## src/sv/met_pkg.sv

```systemverilog
// Shared types and constants for the fixed-point escape-time evaluator.
package met_pkg;

  localparam int unsigned CoordW       = 17;
  localparam int unsigned CountW       = 8;
  localparam logic [7:0]  MaxIterReset = 8'd127;
  localparam int unsigned EscRadiusSq  = 4;

  typedef enum logic [2:0] {
    ST_IDLE,
    ST_AA,
    ST_BB,
    ST_AB,
    ST_DONE
  } met_state_e;

  typedef enum logic [1:0] {
    MS_AA,
    MS_BB,
    MS_AB
  } met_mul_sel_e;

  typedef struct packed {
    logic         load;
    met_mul_sel_e mul_sel;
    logic         cap_aa;
    logic         cap_bb;
    logic         step;
    logic         finish;
  } met_ctrl_t;

  typedef struct packed {
    logic in_valid;
    logic budget_zero;
    logic esc;
    logic cnt_last;
    logic out_free;
  } met_stat_t;

endpackage

```

## src/sv/met_mul.sv

```systemverilog
// Shared signed multiplier with operand selection for z_re^2, z_im^2 and z_re*z_im.
module met_mul #(
  parameter int unsigned ZW = 19
) (
  input  logic signed [ZW-1:0]   zre_i,
  input  logic signed [ZW-1:0]   zim_i,
  input  met_pkg::met_mul_sel_e  sel_i,
  output logic signed [2*ZW-1:0] prod_o
);
  import met_pkg::*;

  logic signed [ZW-1:0] op_a;
  logic signed [ZW-1:0] op_b;

  always_comb begin
    case (sel_i)
      MS_AA: begin
        op_a = zre_i;
        op_b = zre_i;
      end
      MS_BB: begin
        op_a = zim_i;
        op_b = zim_i;
      end
      MS_AB: begin
        op_a = zre_i;
        op_b = zim_i;
      end
      default: begin
        op_a = zre_i;
        op_b = zre_i;
      end
    endcase
  end

  assign prod_o = op_a * op_b;

endmodule

```

## src/sv/met_ctrl.sv

```systemverilog
// Sequencer that steps the shared multiplier through each iteration.
module met_ctrl (
  input  logic              clk_i,
  input  logic              rst_ni,
  input  met_pkg::met_stat_t stat_i,
  output met_pkg::met_ctrl_t ctrl_o,
  output logic              idle_o
);
  import met_pkg::*;

  met_state_e state_q;
  met_state_e state_d;

  always_ff @(posedge clk_i or negedge rst_ni) begin
    if (!rst_ni) begin
      state_q <= ST_IDLE;
    end else begin
      state_q <= state_d;
    end
  end

  always_comb begin
    state_d = state_q;
    case (state_q)
      ST_IDLE: begin
        if (stat_i.in_valid) begin
          state_d = stat_i.budget_zero ? ST_DONE : ST_AA;
        end
      end
      ST_AA: state_d = ST_BB;
      ST_BB: state_d = ST_AB;
      ST_AB: begin
        if (stat_i.esc || stat_i.cnt_last) begin
          state_d = ST_DONE;
        end else begin
          state_d = ST_AA;
        end
      end
      ST_DONE: begin
        if (stat_i.out_free) begin
          state_d = ST_IDLE;
        end
      end
      default: state_d = ST_IDLE;
    endcase
  end

  always_comb begin
    ctrl_o         = '0;
    ctrl_o.mul_sel = MS_AA;
    idle_o         = 1'b0;
    case (state_q)
      ST_IDLE: begin
        idle_o      = 1'b1;
        ctrl_o.load = stat_i.in_valid;
      end
      ST_AA: begin
        ctrl_o.mul_sel = MS_AA;
        ctrl_o.cap_aa  = 1'b1;
      end
      ST_BB: begin
        ctrl_o.mul_sel = MS_BB;
        ctrl_o.cap_bb  = 1'b1;
      end
      ST_AB: begin
        ctrl_o.mul_sel = MS_AB;
        ctrl_o.step    = !stat_i.esc;
      end
      ST_DONE: begin
        ctrl_o.finish = stat_i.out_free;
      end
      default: begin
        idle_o = 1'b0;
      end
    endcase
  end

endmodule

```

## src/sv/mandelbrot_escape_time.sv

```systemverilog
// Top level of the fixed-point escape-time evaluator: datapath, config and result register.
// Throughput: one point at a time; the shared multiplier runs three products per iteration.
// The input side is ready only while idle; a held result holds the next point in ST_DONE.
// Reset (rst_ni low, asynchronous) returns to idle, drops any result and sets max_iter to 127.
module mandelbrot_escape_time #(
  parameter int unsigned FRAC_BITS = 14
) (
  input  logic                          clk_i,
  input  logic                          rst_ni,
  input  logic                          cfg_we_i,
  input  logic [met_pkg::CountW-1:0]    cfg_wdata_i,
  input  logic                          in_valid_i,
  output logic                          in_ready_o,
  input  logic signed [met_pkg::CoordW-1:0] c_re_i,
  input  logic signed [met_pkg::CoordW-1:0] c_im_i,
  output logic                          out_valid_o,
  input  logic                          out_ready_i,
  output logic [met_pkg::CountW-1:0]    remaining_count_o
);
  import met_pkg::*;

  localparam int unsigned ZW = ((FRAC_BITS + 2 > 16) ? FRAC_BITS + 2 : 16) + 3;
  localparam int unsigned PW = 2 * ZW;
  localparam int unsigned AW = PW - FRAC_BITS;
  localparam logic [AW:0] Limit = (AW + 1)'(EscRadiusSq) << FRAC_BITS;

  logic [CountW-1:0]      max_iter_q;
  logic signed [ZW-1:0]   zre_q, zre_d;
  logic signed [ZW-1:0]   zim_q, zim_d;
  logic signed [ZW-1:0]   cre_q;
  logic signed [ZW-1:0]   cim_q;
  logic [AW-1:0]          aa_q;
  logic [AW-1:0]          bb_q;
  logic [CountW-1:0]      count_q;
  logic [CountW-1:0]      res_q;
  logic                   out_valid_q;
  logic signed [PW-1:0]   prod;
  logic [AW:0]            mag_sq;
  logic signed [ZW-1:0]   cre_ext;
  logic signed [ZW-1:0]   cim_ext;
  logic                   idle;
  met_ctrl_t              ctrl;
  met_stat_t              stat;

  assign cre_ext = {{(ZW - CoordW){c_re_i[CoordW-1]}}, c_re_i};
  assign cim_ext = {{(ZW - CoordW){c_im_i[CoordW-1]}}, c_im_i};

  met_mul #(
    .ZW(ZW)
  ) u_mul (
    .zre_i  (zre_q),
    .zim_i  (zim_q),
    .sel_i  (ctrl.mul_sel),
    .prod_o (prod)
  );

  assign mag_sq = {1'b0, aa_q} + {1'b0, bb_q};

  assign stat.in_valid    = in_valid_i;
  assign stat.budget_zero = (max_iter_q == '0);
  assign stat.esc         = (mag_sq > Limit);
  assign stat.cnt_last    = (count_q == CountW'(1));
  assign stat.out_free    = !out_valid_q || out_ready_i;

  met_ctrl u_ctrl (
    .clk_i  (clk_i),
    .rst_ni (rst_ni),
    .stat_i (stat),
    .ctrl_o (ctrl),
    .idle_o (idle)
  );

  assign zim_d = $signed(prod[FRAC_BITS+ZW-2:FRAC_BITS-1]) + cim_q;
  assign zre_d = $signed(aa_q[ZW-1:0]) - $signed(bb_q[ZW-1:0]) + cre_q;

  always_ff @(posedge clk_i or negedge rst_ni) begin
    if (!rst_ni) begin
      max_iter_q <= MaxIterReset;
    end else if (cfg_we_i) begin
      max_iter_q <= cfg_wdata_i;
    end
  end

  always_ff @(posedge clk_i) begin
    if (ctrl.load) begin
      zre_q   <= cre_ext;
      zim_q   <= cim_ext;
      cre_q   <= cre_ext;
      cim_q   <= cim_ext;
      count_q <= max_iter_q;
    end else if (ctrl.step) begin
      zre_q   <= zre_d;
      zim_q   <= zim_d;
      count_q <= count_q - CountW'(1);
    end
    if (ctrl.cap_aa) begin
      aa_q <= prod[PW-1:FRAC_BITS];
    end
    if (ctrl.cap_bb) begin
      bb_q <= prod[PW-1:FRAC_BITS];
    end
    if (ctrl.finish) begin
      res_q <= count_q;
    end
  end

  always_ff @(posedge clk_i or negedge rst_ni) begin
    if (!rst_ni) begin
      out_valid_q <= 1'b0;
    end else if (ctrl.finish) begin
      out_valid_q <= 1'b1;
    end else if (out_ready_i) begin
      out_valid_q <= 1'b0;
    end
  end

  assign in_ready_o        = idle;
  assign out_valid_o       = out_valid_q;
  assign remaining_count_o = res_q;

endmodule

```

## config.mk

```make
export PLATFORM = sky130hd
export DESIGN_NAME = mandelbrot_escape_time
export DESIGN_NICKNAME = d
export VERILOG_FILES = /design/src/sv/met_pkg.sv /design/src/sv/met_mul.sv /design/src/sv/met_ctrl.sv /design/src/sv/mandelbrot_escape_time.sv
export SDC_FILE = /design/constraint.sdc
export NUM_CORES = 1
export LEC_CHECK = 0
export BUFFER_PORTS_ARGS = -buffer_cell sky130_fd_sc_hd__buf_2
export CAP_MARGIN = 30
export CELL_PAD_IN_SITES_DETAIL_PLACEMENT = 0
export CELL_PAD_IN_SITES_GLOBAL_PLACEMENT = 1
export CORE_MARGIN = 2
export CORE_UTILIZATION = 40
export DETAILED_ROUTE_END_ITERATION = 10
export GPL_TIMING_DRIVEN = 0
export PLACE_DENSITY = 0.71
export SLEW_MARGIN = 20
export SYNTH_ARGS = -nofsm -noshare
export SYNTH_HDL_FRONTEND = slang
export SYNTH_SLANG_ARGS = --single-unit
```

## constraint.sdc

```tcl
create_clock -name clk_i -period 18 [get_ports clk_i]
set_clock_uncertainty 0.15 [all_clocks]
set_input_delay 1.8 -clock clk_i [delete_from_list [all_inputs] [get_ports clk_i]]
set_output_delay 1.8 -clock clk_i [all_outputs]
set_load 0.01 [all_outputs]
```

==> flow_metrics.env <==
export IMPL_setup_viol=0
export IMPL_tns_ps=0
export IMPL_tightest_slew_ps=1040
export IMPL_critPathMaxFanout=10
export IMPL_hold_path_class="flip-flop to flip-flop"
export IMPL_grt_max_degree=44
export IMPL_vias=15600
export IMPL_synthArstFlopShare_pct=8.11
export IMPL_finalCriticalPeriod_ps=12920
export IMPL_clock_latency_ps=430
export IMPL_post_cts_setup_buffers=0
export IMPL_ys_flop_type="edfxtp_1"
export IMPL_cts_tree="built"
export IMPL_cp_arrival_ps=12920
export IMPL_yosys_warnings=0
export IMPL_hold_worst_slack_ps=354
export IMPL_status="finished, final reports clean"
export IMPL_antenna_found_initial=0
export IMPL_placementRows=85
export IMPL_h_tree_depth=4
export IMPL_die_w_um=238
export IMPL_final_layout_size_suffix_gt1_share_pct=8.51
export IMPL_cts_hold_buffers=0
export IMPL_io_buffers=55
export IMPL_timing_fmax_mhz=77.4
export IMPL_critical_path_max_stage_delay_ps=660
export IMPL_cts_root_buf="clkbuf_16"
export IMPL_drcViolationCount=0
export IMPL_placed_area_sq_um=23300
export IMPL_path_clk_slew_ps=60
export IMPL_crit_top_cell="fa_1"
export IMPL_r2r_setup_slack_ps=5080
export IMPL_wire_per_inst_um=20.1
export IMPL_start_util_pct=40.7
export IMPL_start_kind="flip-flop"
export IMPL_via_per_inst=5.19
export IMPL_critPathSlowestCell="clkbuf_1"
export IMPL_synth_distinct_cells=81
export IMPL_ys_seq_area_share_pct=20.0
export IMPL_first_global_vias=16800
export IMPL_finalNetCount=2912
export IMPL_antenna_cells=0
export IMPL_synthCells=2216
export IMPL_cts_resized=0
export IMPL_die_h_um=238
export IMPL_cts_inserted_buffers=17
export IMPL_dpl_hpwl_mm=50.8
export IMPL_clk_path_buf_depth=2
export IMPL_core_sq_um=54000
export IMPL_drt_total_wl_mm=60.5
export IMPL_grt_overflow=0
export IMPL_avgSynthCellArea_sq_um=9.92
export IMPL_synth_edf_count=136
export IMPL_ant_nets=0
export IMPL_first_pass_iters=5
export IMPL_grt_util_all_layers_pct=22.5
export IMPL_place_congestion=0.886
export IMPL_drt_first_iter_violations=1202
export IMPL_slew_violations=0
export IMPL_synth_nets=2825
export IMPL_max_cap_violations=0
export IMPL_synth_seq_cells=148
export IMPL_hold_viol=0
export IMPL_cts_sinks=148
export IMPL_io_pins=57
export IMPL_area_growth_pct=8.80
export IMPL_crit_type="flip-flop to flip-flop"
export IMPL_maxSlewHeadroom_pct=29.6
export IMPL_netlist_area_sq_um=22000
export IMPL_rsz0062_at_grt="false"
export IMPL_fillers=5212
export IMPL_die_area_sq_um=56800
export IMPL_stdcell_area_sq_um=23900
export IMPL_post_route_period_util_pct=71.8
export IMPL_end_kind="flip-flop"
export IMPL_grt_pass1_wl_mm=96.1
export IMPL_required_ps=18000
==> layout by cell type, fill, tap and decap left out, types with 10 or more instances in the layout <==
| cell | n |
|---|---|
| a211oi_1 | 14 |
| a21o_1 | 19 |
| a21oi_1 | 62 |
| a31oi_1 | 10 |
| buf_2 | 58 |
| clkbuf_1 | 39 |
| clkbuf_16 | 17 |
| edfxtp_1 | 136 |
| fa_1 | 388 |
| ha_1 | 174 |
| inv_1 | 448 |
| mux2_2 | 41 |
| mux2i_1 | 28 |
| mux2i_2 | 11 |
| nand2_1 | 207 |
| nand2b_1 | 15 |
| nand3_1 | 12 |
| nor2_1 | 278 |
| nor2b_1 | 14 |
| nor3_1 | 28 |
| o21a_1 | 13 |
| o21ai_0 | 43 |
| o31ai_1 | 11 |
| xnor2_1 | 48 |
| xor2_1 | 29 |
==> synthesized netlist by cell type, drive strengths merged (28+ instances only) <==
cell type	count	share of area, %
edfxtp	136	19
xor2	29	1.2
nand2	207	3.5
fa	388	35
o21ai	54	1.3
xnor2	48	1.9
ha	174	9.9
clkbuf	40	0.73
mux2	41	2.1
nor2	280	4.8
inv	448	7.7
nor3	28	0.64
mux2i	39	1.8
a21oi	64	1.5
==> state kept, by name, indices dropped and copies added (netlist names) <==
| register | count |
|---|---|
| aa_q | 24 |
| bb_q | 24 |
| cim_q | 17 |
| count_q | 8 |
| cre_q | 17 |
| max_iter_q | 8 |
| out_valid_o | 1 |
| remaining_count_o | 8 |
| u_ctrl.state_q | 3 |
| zim_q | 19 |
| zre_q | 19 |
==> worst max-delay path, delay by kind of cell, from the launching register on <==
kind,cells,cell delay [ps]
compound gates,11,2970
buf+inv,10,2740
mux,1,390
simple gates,4,970
flops,1,360
xor+xnor,2,450
fa+ha+maj,11,4570
==> cells by family after synthesis <==
group | synth area share [%]
flip-flops | 20.0
buffers and inverters | 8.83
AND/OR/NAND/NOR | 11.8
XOR/XNOR | 3.17
adder cells (fa/ha/maj) | 45.2
AO/OA/AOI/OAI | 7.05
multiplexers | 3.88
==> layout make-up <==
cell class / instances / area (sq um) / area share [%]
Timing Repair Buffer: 68 / 399 / 1.67
Multi-Input combinational cell: 1564 / 15700 / 65.7
Clock inverter: 14 / 163 / 0.680
Sequential cell: 148 / 4390 / 18.4
Buffer: 54 / 255 / 1.07
Tap cell: 696 / 871 / 3.64
Clock buffer: 18 / 429 / 1.79
Inverter: 450 / 1690 / 7.06
==> stage by stage <==
stage,setup WS [ps],util (%),std cells
final,5080,44.3,3012
after floorplan,5720,-,2216
after CTS,5020,44.2,3011
after detailed placement,5050,43.1,2979
after global placement,1760,42.8,2967
after global routing,4360,44.3,3012
==> worst paths after layout <==
kind | start | to | depth (start not counted)
max | u_ctrl.state_q[0] | zim_q[18] | 39
min | count_q[1] | remaining_count_o[1] | 0
max reg2reg | u_ctrl.state_q[0] | zim_q[18] | 39
min reg2reg | count_q[1] | remaining_count_o[1] | 0
max in group asynchronous | rst_ni | max_iter_q[0] | 1
min in group asynchronous | rst_ni | out_valid_o | 1
==> metal layers <==
layer  vias to the layer above  GRT usage (%)  routed length (um)
li1                       7198              -                   -
met1                      7929           30.9               26600
met2                       417           36.8               28700
met3                        77           3.42                3500
met4                         0           6.84                1760
met5                         -              0                   0
Power is not shown: default switching activity piles up to over one toggle a cycle in this logic, so the estimate is an artifact.
